<file path="src/sv/dda_pkg.sv">
// Shared widths, codes and bundle types of the line rasterizer.
package dda_pkg;

   // Fixed field widths
   localparam int COORD_BITS = 16;
   localparam int FRAC_BITS  = 16;
   localparam int POS_BITS   = COORD_BITS + FRAC_BITS;
   localparam int DIM_W      = 14;
   localparam int COLOR_W    = 32;
   localparam int ADDR_W     = 26;
   localparam int CSR_IDX_W  = 3;
   localparam int CSR_DATA_W = 32;

   // Divider widths: magnitudes of a delta, and a quotient of at most one whole
   localparam int DIV_W  = COORD_BITS + 1;
   localparam int QUOT_W = FRAC_BITS + 1;

   // Request actions
   localparam logic ACTION_START = 1'b0;
   localparam logic ACTION_STEP  = 1'b1;

   // Register indexes
   typedef enum logic [CSR_IDX_W-1:0] {
      REG_IMAGE_WIDTH  = 3'd0,
      REG_IMAGE_HEIGHT = 3'd1,
      REG_ROW_STRIDE   = 3'd2,
      REG_COLOR_RAISED = 3'd3,
      REG_COLOR_FLAT   = 3'd4
   } csr_index_type;

   // Reset values of the registers
   localparam logic [DIM_W-1:0]   IMAGE_WIDTH_RST  = DIM_W'(1024);
   localparam logic [DIM_W-1:0]   IMAGE_HEIGHT_RST = DIM_W'(768);
   localparam logic [DIM_W-1:0]   ROW_STRIDE_RST   = DIM_W'(1024);
   localparam logic [COLOR_W-1:0] COLOR_RAISED_RST = COLOR_W'(24'hFF_FFFF);
   localparam logic [COLOR_W-1:0] COLOR_FLAT_RST   = '0;

   typedef struct packed {
      logic [DIM_W-1:0]   width;
      logic [DIM_W-1:0]   height;
      logic [DIM_W-1:0]   stride;
      logic [COLOR_W-1:0] color_raised;
      logic [COLOR_W-1:0] color_flat;
   } cfg_type;

   typedef struct packed {
      logic                         active;
      logic                         raised;
      logic signed [POS_BITS-1:0]   pos_x;
      logic signed [POS_BITS-1:0]   pos_y;
      logic signed [COORD_BITS-1:0] target_x;
      logic signed [COORD_BITS-1:0] target_y;
   } line_type;

   typedef struct packed {
      logic signed [COORD_BITS-1:0] x;
      logic signed [COORD_BITS-1:0] y;
      logic [ADDR_W-1:0]            addr;
      logic [COLOR_W-1:0]           color;
      logic                         visible;
      logic                         last;
   } pixel_type;

   typedef struct packed {
      logic             start;
      logic [DIV_W-1:0] dividend;
      logic [DIV_W-1:0] divisor;
   } div_req_type;

   typedef struct packed {
      logic              done;
      logic [QUOT_W-1:0] quotient;
   } div_rsp_type;

endpackage

</file>
<file path="src/sv/dda_if.sv">
// Channel interfaces of the line rasterizer: request, pixel response, register write.
interface dda_req_if;
   logic                                  valid;
   logic                                  ready;
   logic                                  action;
   logic signed [dda_pkg::COORD_BITS-1:0] x_start;
   logic signed [dda_pkg::COORD_BITS-1:0] y_start;
   logic signed [dda_pkg::COORD_BITS-1:0] x_end;
   logic signed [dda_pkg::COORD_BITS-1:0] y_end;
   logic                                  raised;

   modport source (output valid, action, x_start, y_start, x_end, y_end, raised,
                   input ready);
   modport sink   (input valid, action, x_start, y_start, x_end, y_end, raised,
                   output ready);
endinterface

interface dda_rsp_if;
   logic                                  valid;
   logic                                  ready;
   logic signed [dda_pkg::COORD_BITS-1:0] pixel_x;
   logic signed [dda_pkg::COORD_BITS-1:0] pixel_y;
   logic [dda_pkg::ADDR_W-1:0]            pixel_addr;
   logic [dda_pkg::COLOR_W-1:0]           pixel_color;
   logic                                  visible;
   logic                                  last;

   modport source (output valid, pixel_x, pixel_y, pixel_addr, pixel_color, visible, last,
                   input ready);
   modport sink   (input valid, pixel_x, pixel_y, pixel_addr, pixel_color, visible, last,
                   output ready);
endinterface

interface dda_csr_if;
   logic                            valid;
   logic                            ready;
   logic [dda_pkg::CSR_IDX_W-1:0]   index;
   logic [dda_pkg::CSR_DATA_W-1:0]  data;

   modport source (output valid, index, data, input ready);
   modport sink   (input valid, index, data, output ready);
endinterface

</file>
<file path="src/sv/dda_line_rasterizer.sv">
// Top level of the DDA line rasterizer: sequencer, line state, registers, output stage.
//
//  channel | dir | handshake   | beat contents
//  --------+-----+-------------+---------------------------------------------------
//  req_ch  | in  | valid/ready | action, x_start, y_start, x_end, y_end, raised
//  rsp_ch  | out | valid/ready | pixel_x, pixel_y, pixel_addr, pixel_color, visible, last
//  csr_ch  | in  | valid/ready | index, data (always ready)
//
// A step beat loads the output register; the next beat is taken
// while that pixel waits, as long as rsp_ch drains it in the same cycle.
// A start beat keeps req_ch.ready low while the single restoring divider runs once
// for the x increment, then for y.
// Reset is synchronous, active high; it returns the line to idle and the registers
// to their defaults. A stalled rsp_ch holds its beat and blocks req_ch.
module dda_line_rasterizer (
   input  logic             clock,
   input  logic             reset,
   dda_req_if.sink          req_ch,
   dda_rsp_if.source        rsp_ch,
   dda_csr_if.sink          csr_ch
);

   localparam int PB = dda_pkg::POS_BITS;
   localparam int CB = dda_pkg::COORD_BITS;
   localparam int DW = dda_pkg::DIV_W;
   localparam int QW = dda_pkg::QUOT_W;

   typedef enum logic [1:0] {
      ST_IDLE,
      ST_DIV_X,
      ST_DIV_Y
   } state_type;

   // Signed increment from quotient; a zero-length line steps by nothing
   function automatic logic [PB-1:0] signed_step(input logic neg, input logic zero,
                                                 input logic [QW-1:0] q);
      logic [PB-1:0] mag;
      mag = PB'(q);
      if (zero) return '0;
      return neg ? -mag : mag;
   endfunction

   state_type            state_ff, state_in;
   logic                 active_ff, active_in;
   logic                 raised_ff, raised_in;
   logic [PB-1:0]        pos_x_ff, pos_x_in;
   logic [PB-1:0]        pos_y_ff, pos_y_in;
   logic [PB-1:0]        step_x_ff, step_x_in;
   logic [PB-1:0]        step_y_ff, step_y_in;
   logic [CB-1:0]        target_x_ff, target_x_in;
   logic [CB-1:0]        target_y_ff, target_y_in;
   logic [DW-1:0]        mag_x_ff, mag_x_in;
   logic [DW-1:0]        mag_y_ff, mag_y_in;
   logic [DW-1:0]        span_ff, span_in;
   logic                 neg_x_ff, neg_x_in;
   logic                 neg_y_ff, neg_y_in;
   logic                 div_start_ff, div_start_in;
   logic                 rsp_valid_ff, rsp_valid_in;
   dda_pkg::pixel_type   rsp_pix_ff, rsp_pix_in;

   dda_pkg::cfg_type     cfg_ff;
   dda_pkg::line_type    ln_view;
   dda_pkg::pixel_type   pix;
   dda_pkg::div_req_type div_req;
   dda_pkg::div_rsp_type div_rsp;

   logic                 req_accept;
   logic signed [DW-1:0] dx;
   logic signed [DW-1:0] dy;
   logic [DW-1:0]        abs_dx;
   logic [DW-1:0]        abs_dy;

   // Register writes
   assign csr_ch.ready = 1'b1;

   always_ff @(posedge clock) begin
      if (reset) begin
         cfg_ff.width        <= dda_pkg::IMAGE_WIDTH_RST;
         cfg_ff.height       <= dda_pkg::IMAGE_HEIGHT_RST;
         cfg_ff.stride       <= dda_pkg::ROW_STRIDE_RST;
         cfg_ff.color_raised <= dda_pkg::COLOR_RAISED_RST;
         cfg_ff.color_flat   <= dda_pkg::COLOR_FLAT_RST;
      end else if (csr_ch.valid) begin
         case (csr_ch.index)
            dda_pkg::REG_IMAGE_WIDTH:  cfg_ff.width        <= csr_ch.data[dda_pkg::DIM_W-1:0];
            dda_pkg::REG_IMAGE_HEIGHT: cfg_ff.height       <= csr_ch.data[dda_pkg::DIM_W-1:0];
            dda_pkg::REG_ROW_STRIDE:   cfg_ff.stride       <= csr_ch.data[dda_pkg::DIM_W-1:0];
            dda_pkg::REG_COLOR_RAISED: cfg_ff.color_raised <= csr_ch.data;
            dda_pkg::REG_COLOR_FLAT:   cfg_ff.color_flat   <= csr_ch.data;
            default: ;
         endcase
      end
   end

   // Pixel evaluation of the current position
   assign ln_view.active   = active_ff;
   assign ln_view.raised   = raised_ff;
   assign ln_view.pos_x    = pos_x_ff;
   assign ln_view.pos_y    = pos_y_ff;
   assign ln_view.target_x = target_x_ff;
   assign ln_view.target_y = target_y_ff;

   dda_pix u_pix (
      .ln_state (ln_view),
      .cfg      (cfg_ff),
      .pixel    (pix)
   );

   // Shared divider, fed x then y
   assign div_req.start    = div_start_ff;
   assign div_req.dividend = (state_ff == ST_DIV_Y) ? mag_y_ff : mag_x_ff;
   assign div_req.divisor  = span_ff;

   dda_div u_div (
      .clock (clock),
      .reset (reset),
      .req   (div_req),
      .rsp   (div_rsp)
   );

   // Handshake
   assign req_ch.ready = (state_ff == ST_IDLE) && (!rsp_valid_ff || rsp_ch.ready);
   assign req_accept   = req_ch.valid && req_ch.ready;

   // Deltas of a start beat
   always_comb begin
      dx     = DW'(req_ch.x_end) - DW'(req_ch.x_start);
      dy     = DW'(req_ch.y_end) - DW'(req_ch.y_start);
      abs_dx = dx[DW-1] ? -dx : dx;
      abs_dy = dy[DW-1] ? -dy : dy;
   end

   // Sequencer next state
   always_comb begin
      state_in     = state_ff;
      active_in    = active_ff;
      raised_in    = raised_ff;
      pos_x_in     = pos_x_ff;
      pos_y_in     = pos_y_ff;
      step_x_in    = step_x_ff;
      step_y_in    = step_y_ff;
      target_x_in  = target_x_ff;
      target_y_in  = target_y_ff;
      mag_x_in     = mag_x_ff;
      mag_y_in     = mag_y_ff;
      span_in      = span_ff;
      neg_x_in     = neg_x_ff;
      neg_y_in     = neg_y_ff;
      div_start_in = 1'b0;
      rsp_valid_in = rsp_valid_ff && !rsp_ch.ready;
      rsp_pix_in   = rsp_pix_ff;

      case (state_ff)
         ST_IDLE: begin
            if (req_accept) begin
               if (req_ch.action == dda_pkg::ACTION_START) begin
                  // load a new line, dropping any old one
                  pos_x_in     = {req_ch.x_start, {dda_pkg::FRAC_BITS{1'b0}}};
                  pos_y_in     = {req_ch.y_start, {dda_pkg::FRAC_BITS{1'b0}}};
                  target_x_in  = req_ch.x_end;
                  target_y_in  = req_ch.y_end;
                  raised_in    = req_ch.raised;
                  active_in    = 1'b1;
                  mag_x_in     = abs_dx;
                  mag_y_in     = abs_dy;
                  span_in      = (abs_dx > abs_dy) ? abs_dx : abs_dy;
                  neg_x_in     = dx[DW-1];
                  neg_y_in     = dy[DW-1];
                  div_start_in = 1'b1;
                  state_in     = ST_DIV_X;
               end else begin
                  // emit the pixel, then advance or close the line
                  rsp_valid_in = 1'b1;
                  rsp_pix_in   = pix;
                  if (active_ff) begin
                     if (pix.last) begin
                        active_in = 1'b0;
                     end else begin
                        pos_x_in = pos_x_ff + step_x_ff;
                        pos_y_in = pos_y_ff + step_y_ff;
                     end
                  end
               end
            end
         end
         ST_DIV_X: begin
            if (div_rsp.done) begin
               step_x_in    = signed_step(neg_x_ff, span_ff == '0, div_rsp.quotient);
               div_start_in = 1'b1;
               state_in     = ST_DIV_Y;
            end
         end
         ST_DIV_Y: begin
            if (div_rsp.done) begin
               step_y_in = signed_step(neg_y_ff, span_ff == '0, div_rsp.quotient);
               state_in  = ST_IDLE;
            end
         end
         default: state_in = ST_IDLE;
      endcase
   end

   // State and registered outputs
   always_ff @(posedge clock) begin
      if (reset) begin
         state_ff     <= ST_IDLE;
         active_ff    <= 1'b0;
         raised_ff    <= 1'b0;
         pos_x_ff     <= '0;
         pos_y_ff     <= '0;
         step_x_ff    <= '0;
         step_y_ff    <= '0;
         target_x_ff  <= '0;
         target_y_ff  <= '0;
         div_start_ff <= 1'b0;
         rsp_valid_ff <= 1'b0;
      end else begin
         state_ff     <= state_in;
         active_ff    <= active_in;
         raised_ff    <= raised_in;
         pos_x_ff     <= pos_x_in;
         pos_y_ff     <= pos_y_in;
         step_x_ff    <= step_x_in;
         step_y_ff    <= step_y_in;
         target_x_ff  <= target_x_in;
         target_y_ff  <= target_y_in;
         div_start_ff <= div_start_in;
         rsp_valid_ff <= rsp_valid_in;
      end
      mag_x_ff   <= mag_x_in;
      mag_y_ff   <= mag_y_in;
      span_ff    <= span_in;
      neg_x_ff   <= neg_x_in;
      neg_y_ff   <= neg_y_in;
      rsp_pix_ff <= rsp_pix_in;
   end

   // Response channel
   assign rsp_ch.valid       = rsp_valid_ff;
   assign rsp_ch.pixel_x     = rsp_pix_ff.x;
   assign rsp_ch.pixel_y     = rsp_pix_ff.y;
   assign rsp_ch.pixel_addr  = rsp_pix_ff.addr;
   assign rsp_ch.pixel_color = rsp_pix_ff.color;
   assign rsp_ch.visible     = rsp_pix_ff.visible;
   assign rsp_ch.last        = rsp_pix_ff.last;

endmodule

</file>
<file path="src/sv/dda_div.sv">
// Restoring divider, one quotient bit per cycle: dividend * 2^FRAC_BITS / divisor.
module dda_div (
   input  logic                 clock,
   input  logic                 reset,
   input  dda_pkg::div_req_type req,
   output dda_pkg::div_rsp_type rsp
);

   localparam int CNT_W = $clog2(dda_pkg::QUOT_W);
   localparam logic [CNT_W-1:0] CNT_LAST = CNT_W'(dda_pkg::QUOT_W - 1);

   logic                         busy_ff;
   logic                         done_ff;
   logic [CNT_W-1:0]             cnt_ff;
   logic [dda_pkg::DIV_W:0]      rem_ff;
   logic [dda_pkg::DIV_W-1:0]    den_ff;
   logic [dda_pkg::QUOT_W-1:0]   quot_ff;

   logic [dda_pkg::DIV_W:0]      cand;
   logic                         fits;
   logic [dda_pkg::DIV_W:0]      rem_next;

   // First pass takes the whole part (dividend never exceeds divisor), later passes shift
   always_comb begin
      cand     = (cnt_ff == '0) ? rem_ff : {rem_ff[dda_pkg::DIV_W-1:0], 1'b0};
      fits     = cand >= {1'b0, den_ff};
      rem_next = fits ? cand - {1'b0, den_ff} : cand;
   end

   always_ff @(posedge clock) begin
      if (reset) begin
         busy_ff <= 1'b0;
         done_ff <= 1'b0;
         cnt_ff  <= '0;
      end else begin
         done_ff <= 1'b0;
         if (busy_ff) begin
            rem_ff  <= rem_next;
            quot_ff <= {quot_ff[dda_pkg::QUOT_W-2:0], fits};
            cnt_ff  <= cnt_ff + CNT_W'(1);
            if (cnt_ff == CNT_LAST) begin
               busy_ff <= 1'b0;
               done_ff <= 1'b1;
            end
         end else if (req.start) begin
            // load operands
            busy_ff <= 1'b1;
            cnt_ff  <= '0;
            rem_ff  <= {1'b0, req.dividend};
            den_ff  <= req.divisor;
            quot_ff <= '0;
         end
      end
   end

   assign rsp.done     = done_ff;
   assign rsp.quotient = quot_ff;

endmodule

</file>
<file path="src/sv/dda_pix.sv">
// Pixel evaluation for one step: truncated position, end test, clipping and address.
module dda_pix (
   input  dda_pkg::line_type  ln_state,
   input  dda_pkg::cfg_type   cfg,
   output dda_pkg::pixel_type pixel
);

   localparam int PB = dda_pkg::POS_BITS;
   localparam int CB = dda_pkg::COORD_BITS;
   localparam int FB = dda_pkg::FRAC_BITS;
   localparam logic signed [PB:0] ONE_FIX     = (PB+1)'(1) <<< FB;
   localparam logic signed [PB:0] NEG_ONE_FIX = -ONE_FIX;

   // Truncate a fixed-point value toward zero
   function automatic logic [CB-1:0] trunc_fix(input logic [PB-1:0] v);
      logic [PB:0] ext;
      logic [PB:0] mag;
      logic [CB:0] q;
      ext = {v[PB-1], v};
      mag = v[PB-1] ? -ext : ext;
      q   = mag[PB:FB];
      return v[PB-1] ? CB'(-q) : CB'(q);
   endfunction

   logic [CB-1:0]       px;
   logic [CB-1:0]       py;
   logic signed [PB:0]  diff_x;
   logic signed [PB:0]  diff_y;
   logic                at_end;
   logic                vis;
   logic [CB+dda_pkg::DIM_W-1:0] prod;

   always_comb begin
      px = trunc_fix(ln_state.pos_x);
      py = trunc_fix(ln_state.pos_y);

      // end reached once both distances truncate to zero
      diff_x = {ln_state.target_x[CB-1], ln_state.target_x, {FB{1'b0}}}
               - {ln_state.pos_x[PB-1], ln_state.pos_x};
      diff_y = {ln_state.target_y[CB-1], ln_state.target_y, {FB{1'b0}}}
               - {ln_state.pos_y[PB-1], ln_state.pos_y};
      at_end = (diff_x < ONE_FIX) && (diff_x > NEG_ONE_FIX) &&
               (diff_y < ONE_FIX) && (diff_y > NEG_ONE_FIX);

      // clip against the frame, exclusive bounds
      vis = !ln_state.pos_x[PB-1] && !ln_state.pos_y[PB-1] &&
            (px < CB'(cfg.width)) && (py < CB'(cfg.height));

      prod = {{dda_pkg::DIM_W{1'b0}}, py} * {{CB{1'b0}}, cfg.stride};

      if (ln_state.active) begin
         pixel.x       = px;
         pixel.y       = py;
         pixel.addr    = vis ? dda_pkg::ADDR_W'(prod) + dda_pkg::ADDR_W'(px) : '0;
         pixel.color   = ln_state.raised ? cfg.color_raised : cfg.color_flat;
         pixel.visible = vis;
         pixel.last    = at_end;
      end else begin
         // idle step: blank terminal pixel
         pixel.x       = '0;
         pixel.y       = '0;
         pixel.addr    = '0;
         pixel.color   = '0;
         pixel.visible = 1'b0;
         pixel.last    = 1'b1;
      end
   end

endmodule

</file>
<file path="src/flat_wrapper.sv">
// flat-port wrapper written by rule: the top's interface ports become plain ports
module dda_line_rasterizer_flat 
  (clock, reset, req_ch_valid, req_ch_action, req_ch_x_start, req_ch_y_start, req_ch_x_end, req_ch_y_end, req_ch_raised, req_ch_ready, rsp_ch_valid, rsp_ch_pixel_x, rsp_ch_pixel_y, rsp_ch_pixel_addr, rsp_ch_pixel_color, rsp_ch_visible, rsp_ch_last, rsp_ch_ready, csr_ch_valid, csr_ch_index, csr_ch_data, csr_ch_ready);
  dda_req_if req_ch_i ();
  dda_rsp_if rsp_ch_i ();
  dda_csr_if csr_ch_i ();
  input  logic clock;
  input  logic reset;
  input wire logic [$bits(req_ch_i.valid)-1:0] req_ch_valid;
  input wire logic [$bits(req_ch_i.action)-1:0] req_ch_action;
  input wire logic [$bits(req_ch_i.x_start)-1:0] req_ch_x_start;
  input wire logic [$bits(req_ch_i.y_start)-1:0] req_ch_y_start;
  input wire logic [$bits(req_ch_i.x_end)-1:0] req_ch_x_end;
  input wire logic [$bits(req_ch_i.y_end)-1:0] req_ch_y_end;
  input wire logic [$bits(req_ch_i.raised)-1:0] req_ch_raised;
  output wire logic [$bits(req_ch_i.ready)-1:0] req_ch_ready;
  output wire logic [$bits(rsp_ch_i.valid)-1:0] rsp_ch_valid;
  output wire logic [$bits(rsp_ch_i.pixel_x)-1:0] rsp_ch_pixel_x;
  output wire logic [$bits(rsp_ch_i.pixel_y)-1:0] rsp_ch_pixel_y;
  output wire logic [$bits(rsp_ch_i.pixel_addr)-1:0] rsp_ch_pixel_addr;
  output wire logic [$bits(rsp_ch_i.pixel_color)-1:0] rsp_ch_pixel_color;
  output wire logic [$bits(rsp_ch_i.visible)-1:0] rsp_ch_visible;
  output wire logic [$bits(rsp_ch_i.last)-1:0] rsp_ch_last;
  input wire logic [$bits(rsp_ch_i.ready)-1:0] rsp_ch_ready;
  input wire logic [$bits(csr_ch_i.valid)-1:0] csr_ch_valid;
  input wire logic [$bits(csr_ch_i.index)-1:0] csr_ch_index;
  input wire logic [$bits(csr_ch_i.data)-1:0] csr_ch_data;
  output wire logic [$bits(csr_ch_i.ready)-1:0] csr_ch_ready;
  assign req_ch_i.valid = req_ch_valid;
  assign req_ch_i.action = req_ch_action;
  assign req_ch_i.x_start = req_ch_x_start;
  assign req_ch_i.y_start = req_ch_y_start;
  assign req_ch_i.x_end = req_ch_x_end;
  assign req_ch_i.y_end = req_ch_y_end;
  assign req_ch_i.raised = req_ch_raised;
  assign req_ch_ready = req_ch_i.ready;
  assign rsp_ch_valid = rsp_ch_i.valid;
  assign rsp_ch_pixel_x = rsp_ch_i.pixel_x;
  assign rsp_ch_pixel_y = rsp_ch_i.pixel_y;
  assign rsp_ch_pixel_addr = rsp_ch_i.pixel_addr;
  assign rsp_ch_pixel_color = rsp_ch_i.pixel_color;
  assign rsp_ch_visible = rsp_ch_i.visible;
  assign rsp_ch_last = rsp_ch_i.last;
  assign rsp_ch_i.ready = rsp_ch_ready;
  assign csr_ch_i.valid = csr_ch_valid;
  assign csr_ch_i.index = csr_ch_index;
  assign csr_ch_i.data = csr_ch_data;
  assign csr_ch_ready = csr_ch_i.ready;
  dda_line_rasterizer u_core (.clock(clock), .reset(reset), .req_ch(req_ch_i), .rsp_ch(rsp_ch_i), .csr_ch(csr_ch_i));
endmodule
</file>
<file path="config.mk">
export PLATFORM = sky130hd
export DESIGN_NAME = dda_line_rasterizer_flat
export DESIGN_NICKNAME = d
export VERILOG_FILES = /design/src/sv/dda_pkg.sv /design/src/sv/dda_if.sv /design/src/sv/dda_line_rasterizer.sv /design/src/sv/dda_div.sv /design/src/sv/dda_pix.sv /design/src/flat_wrapper.sv
export SDC_FILE = /design/constraint.sdc
export NUM_CORES = 2
export LEC_CHECK = 0
export ABC_CLOCK_PERIOD_IN_PS = 8350
export BUFFER_PORTS_ARGS = -buffer_cell sky130_fd_sc_hd__buf_2
export CAP_MARGIN = 5
export CELL_PAD_IN_SITES_DETAIL_PLACEMENT = 1
export CELL_PAD_IN_SITES_GLOBAL_PLACEMENT = 2
export CORE_MARGIN = 1
export CORE_UTILIZATION = 35
export CTS_CLUSTER_SIZE = 24
export DETAILED_ROUTE_END_ITERATION = 6
export PLACE_DENSITY = 0.85
export SYNTH_ARGS = -nofsm -noshare
export SYNTH_HDL_FRONTEND = slang
export SYNTH_HIERARCHICAL = 1
export SYNTH_SLANG_ARGS = --single-unit
</file>
<file path="constraint.sdc">
create_clock -name clock -period 8.35 [get_ports clock]
set_clock_uncertainty 0.2 [all_clocks]
set_input_delay 0.835 -clock clock [delete_from_list [all_inputs] [get_ports clock]]
set_output_delay 0.835 -clock clock [all_outputs]
set_load 0.01 [all_outputs]
</file>
==> results.sh <==
export IMPL_area_growth_pct=18.22
export IMPL_floorplan_core_area_sq_um=105700
export IMPL_synth_compound_area_share_pct=15.32
export IMPL_dr_pass1_iters=7
export IMPL_timing_final_hold_violations=0
export IMPL_synth_top_cell_by_area="sky130_fd_sc_hd__edfxtp_1"
export IMPL_starting_density_of_the_core_pct=35.48
export IMPL_syn_avg_cell_area_sq_um=8.761
export IMPL_post_cts_hold_buffer_count=0
export IMPL_dieHeight_um=329.4
export IMPL_post_route_cell_area_sq_um=44340
export IMPL_vdd_drop_max_mv=0.1532
export IMPL_i_o_buffers=199
export IMPL_detail_route_vias_per_cell=5.378
export IMPL_footprint_of_the_flip_flops_and_latches_sq_um=11510
export IMPL_clockBufferDepth=3
export IMPL_netlist_top_cells_count="sky130_fd_sc_hd__nand2_1 (602), sky130_fd_sc_hd__inv_1 (411), sky130_fd_sc_hd__a21oi_1 (315), sky130_fd_sc_hd__dfxtp_1 (279), sky130_fd_sc_hd__ha_1 (268)"
export IMPL_synth_top_family_by_area="simple AND/OR/NAND/NOR gates"
export IMPL_post_layout_nets=5183
export IMPL_final_setup_viol_count=9
export IMPL_grt_antenna_before_repair=4
export IMPL_aggregate_global_routing_overflow=0
export IMPL_crit_type="reg2reg"
export IMPL_cap_viol_max_count=0
export IMPL_slowest_stage="sky130_fd_sc_hd__fa_1"
export IMPL_postSynthNetCount=4836
export IMPL_area_occupied_by_multi_input_gates_sq_um=24480
export IMPL_gate_count_of_the_mapped_netlist=4281
export IMPL_post_route_wl_um=124300
export IMPL_mux_cell_area_share_after_synthesis_pct=2.949
export IMPL_yosys_most_used_dff="sky130_fd_sc_hd__dfxtp_1"
export IMPL_vias=32620
export IMPL_via_count_of_the_first_global_routing_pass=34450
export IMPL_design_die_area_sq_um=108500
export IMPL_synthMostInstantiatedCell="sky130_fd_sc_hd__nand2_1"
export IMPL_grt_use_total_pct=22.73
export IMPL_timing_critical_path_required_ns=8.53
export IMPL_fin_crit_ns=8.725
export IMPL_final_period_utilization_pct=104.5
export IMPL_yosys_warning_total=6
export IMPL_worstSkewPairLatency_ns=0.69
export IMPL_dieWidth_um=329.4
export IMPL_hold_path_class="in2reg"
export IMPL_powerDensity_nw_per_um2=163.7
export IMPL_worst_setup_hold_path_clk_slew_ns=0.06
export IMPL_n_fill_cell=12440
export IMPL_grt_pass1_wl_um=194900
export IMPL_place_hpwl_um=95130
export IMPL_max_slew_worst_pin_slew_ns=1.162
export IMPL_grt_start_max_net_pins=140
export IMPL_postLayoutCoreUtil_pct=41.94
export IMPL_h_tree_depth=2
export IMPL_number_of_pins_exceeding_their_max_slew_limit_in_the_final_report=0
export IMPL_post_synthesis_adder_cell_area_fraction_pct=18.60
export IMPL_detailed_place_area_sq_um=41710
export IMPL_boundaryPins=201
export IMPL_critical_path_endpoint_type="register"
export IMPL_hold_ws_ns=0.2038
export IMPL_post_synthesis_cell_area_sq_um=37510
export IMPL_tritoncts="done"
export IMPL_drc=23
export IMPL_drt_iter0_drc=1909
export IMPL_leakage_power_summed_over_all_cells_nw=19.35
export IMPL_antenna_cells=0
export IMPL_cpMostUsedCell="sky130_fd_sc_hd__fa_1"
export IMPL_layout_cells_sized_above_1_pct=17.16
export IMPL_clock_root_buffer="sky130_fd_sc_hd__clkbuf_16"
export IMPL_violations="design-rule violations, negative setup slack"
export IMPL_drt_wirelength_per_cell_um=20.49
export IMPL_post_route_worst_setup_slack_ns=-0.3755
export IMPL_crit_arrival_ns=8.90
export IMPL_cts_sinks=476
export IMPL_simple_gate_portion_of_the_synthesized_area_pct=20.23
export IMPL_cp_max_stage_delay_ns=0.52
export IMPL_worstSetupStartpointType="register"
export IMPL_synth_edff_count=197
export IMPL_row_count=119
export IMPL_yosysSeqAreaShare_pct=30.66
export IMPL_gp_congestion=0.8989
export IMPL_async_reset_ff_share_pct=0
export IMPL_relSlewSlack_pct=22.10
export IMPL_crit_path_max_fanout=5
export IMPL_grt_setup_unrepaired="true"
export IMPL_synth_xor_area_share_pct=6.031
export IMPL_synthDominantCellAreaShare_pct=15.77
export IMPL_cts_made_buffers=56
export IMPL_yosys_top_cells_area="sky130_fd_sc_hd__edfxtp_1 (16%), sky130_fd_sc_hd__dfxtp_1 (15%), sky130_fd_sc_hd__fa_1 (9.7%), sky130_fd_sc_hd__ha_1 (8.9%), sky130_fd_sc_hd__nand2_1 (6.0%)"
export IMPL_outcome="finished, violations left"
export IMPL_max_freq_mhz=114.6
export IMPL_ys_types=122
export IMPL_postSynthRegisterBits=476
export IMPL_ant_nets=0
-- path summary, 6_finish.rpt --
check | startpoint | to | slack [ns] | cells after the start
max | u_core/pos_x_ff[15] | u_core/rsp_ch.pixel_addr[22] | -0.38 | 36
min | csr_ch_data[15] | u_core/cfg_ff[47] | 0.20 | 3
max reg2reg | u_core/pos_x_ff[15] | u_core/rsp_ch.pixel_addr[22] | -0.38 | 36
min reg2reg | u_core/cfg_ff[20] | u_core/cfg_ff[20] | 0.25 | 2
-- per-stage QoR --
stage	setup WS (ns)	cells	TNS [ns]	total power [mW]
floorplan	-0.1562	4281	-0.5525	3.963
global placement	-0.4054	5938	-1.919	4.619
detailed placement	-0.5861	5938	-3.807	4.680
CTS	-0.3387	6054	-1.706	7.298
global route	-0.7746	6066	-6.143	7.610
finish	-0.3755	6066	-1.786	7.260
-- what timing repair did --
action | in CTS | in global routing
endpoints found under the setup margin | 12 | 16
hold endpoints to repair | 0 | 0
pin swaps | 36 | 47
setup buffers | 10 | 12
gates resized for setup | 41 | 59
cloned | 1 | 0
-- state kept, by name (all words and copies together) (netlist names), 2 cells and up --
| register | flops |
|---|---|
| u_core/cfg_ff | 106 |
| u_core/mag_x_ff | 17 |
| u_core/mag_y_ff | 17 |
| u_core/pos_x_ff | 32 |
| u_core/pos_y_ff | 32 |
| u_core/rsp_ch.pixel_addr | 26 |
| u_core/rsp_ch.pixel_color | 32 |
| u_core/rsp_ch.pixel_x | 16 |
| u_core/rsp_ch.pixel_y | 16 |
| u_core/span_ff | 17 |
| u_core/state_ff | 2 |
| u_core/step_x_ff | 32 |
| u_core/step_y_ff | 32 |
| u_core/target_x_ff | 16 |
| u_core/target_y_ff | 16 |
| u_core/u_div/cnt_ff | 5 |
| u_core/u_div/den_ff | 17 |
| u_core/u_div/quot_ff | 17 |
| u_core/u_div/rem_ff | 18 |
-- cell usage in the layout, fill, tap and decap left out, types with 11 or more instances in the layout --
cell and instances:
sky130_fd_sc_hd__edfxtp_1 197, sky130_fd_sc_hd__nor4_1 22, sky130_fd_sc_hd__a222oi_1 12, sky130_fd_sc_hd__or2_2 13
sky130_fd_sc_hd__fa_1 176, sky130_fd_sc_hd__a31oi_1 30, sky130_fd_sc_hd__a211oi_1 21, sky130_fd_sc_hd__or3_1 26
sky130_fd_sc_hd__clkbuf_16 58, sky130_fd_sc_hd__nor2b_1 58, sky130_fd_sc_hd__nor3_1 67, sky130_fd_sc_hd__mux2i_1 64
sky130_fd_sc_hd__o31a_1 11, sky130_fd_sc_hd__o21ai_1 19, sky130_fd_sc_hd__buf_4 272, sky130_fd_sc_hd__xor2_1 84
sky130_fd_sc_hd__and3_1 34, sky130_fd_sc_hd__dfxtp_1 270, sky130_fd_sc_hd__xnor2_2 14, sky130_fd_sc_hd__nand2_1 596
sky130_fd_sc_hd__a22oi_1 65, sky130_fd_sc_hd__o31ai_1 19, sky130_fd_sc_hd__nand4_1 36, sky130_fd_sc_hd__inv_1 403
sky130_fd_sc_hd__ha_1 256, sky130_fd_sc_hd__nor2_1 229, sky130_fd_sc_hd__o21bai_1 17, sky130_fd_sc_hd__buf_2 198
sky130_fd_sc_hd__mux2_2 37, sky130_fd_sc_hd__xnor2_1 153, sky130_fd_sc_hd__and2_1 178, sky130_fd_sc_hd__o21ai_0 79
sky130_fd_sc_hd__nand3b_1 43, sky130_fd_sc_hd__a21o_1 83, sky130_fd_sc_hd__o22ai_1 11, sky130_fd_sc_hd__nand3_1 85
sky130_fd_sc_hd__a21oi_1 310, sky130_fd_sc_hd__o211ai_1 20, sky130_fd_sc_hd__o21a_1 28, sky130_fd_sc_hd__nand2b_1 29
-- power by group --
| group | switching, mW | leakage, nW | total [mW] | internal (mW) |
|---|---|---|---|---|
| Clock | 1.09 | 0.925 | 2.55 | 1.46 |
| Sequential | 0.0662 | 4.11 | 2.63 | 2.56 |
| Combinational | 1.24 | 14.3 | 2.08 | 0.841 |
| Total | 2.40 | 19.3 | 7.26 | 4.86 |
-- cells by family (layout without fill, tap and decap cells) --
kind of cell	count (synthesis)	count (layout)
AO/OA/AOI/OAI	869	869
XOR/XNOR	255	256
adder cells (fa/ha/maj)	449	449
buffers and inverters	602	995
flip-flops	476	476
multiplexers	105	105
other	1	1
AND/OR/NAND/NOR	1524	1524
-- layer usage --
metal	vias up	part of all wire [%]	GRT usage, %
met5	-	0	0
met3	180	3.9	2.770
met2	620	48	39.42
met1	16380	45	29.46
li1	15450	-	-
met4	0	3.0	6.683
-- worst max-delay path, delay by kind of cell, from the launching register on --
kind | cells | cell delay, ns
flip-flops | 1 | 0.32
adder cells (fa/ha/maj) | 7 | 3.16
buffers and inverters | 6 | 0.52
multiplexers | 1 | 0.11
AO/OA/AOI/OAI | 11 | 1.82
XOR/XNOR | 2 | 0.34
AND/OR/NAND/NOR | 9 | 1.97
-- final cells by class --
| class | count | share of cell area [%] |
|---|---|---|
| inverters | 413 | 3.513 |
| clock buffers | 70 | 3.510 |
| repair buffers | 477 | 7.066 |
| flip-flops and latches | 476 | 25.97 |
| multi-input cells | 3204 | 55.20 |
| clock inverters | 35 | 0.8155 |
| well taps | 1391 | 3.925 |
No activity file was read; power rests on OpenSTA's default activity.
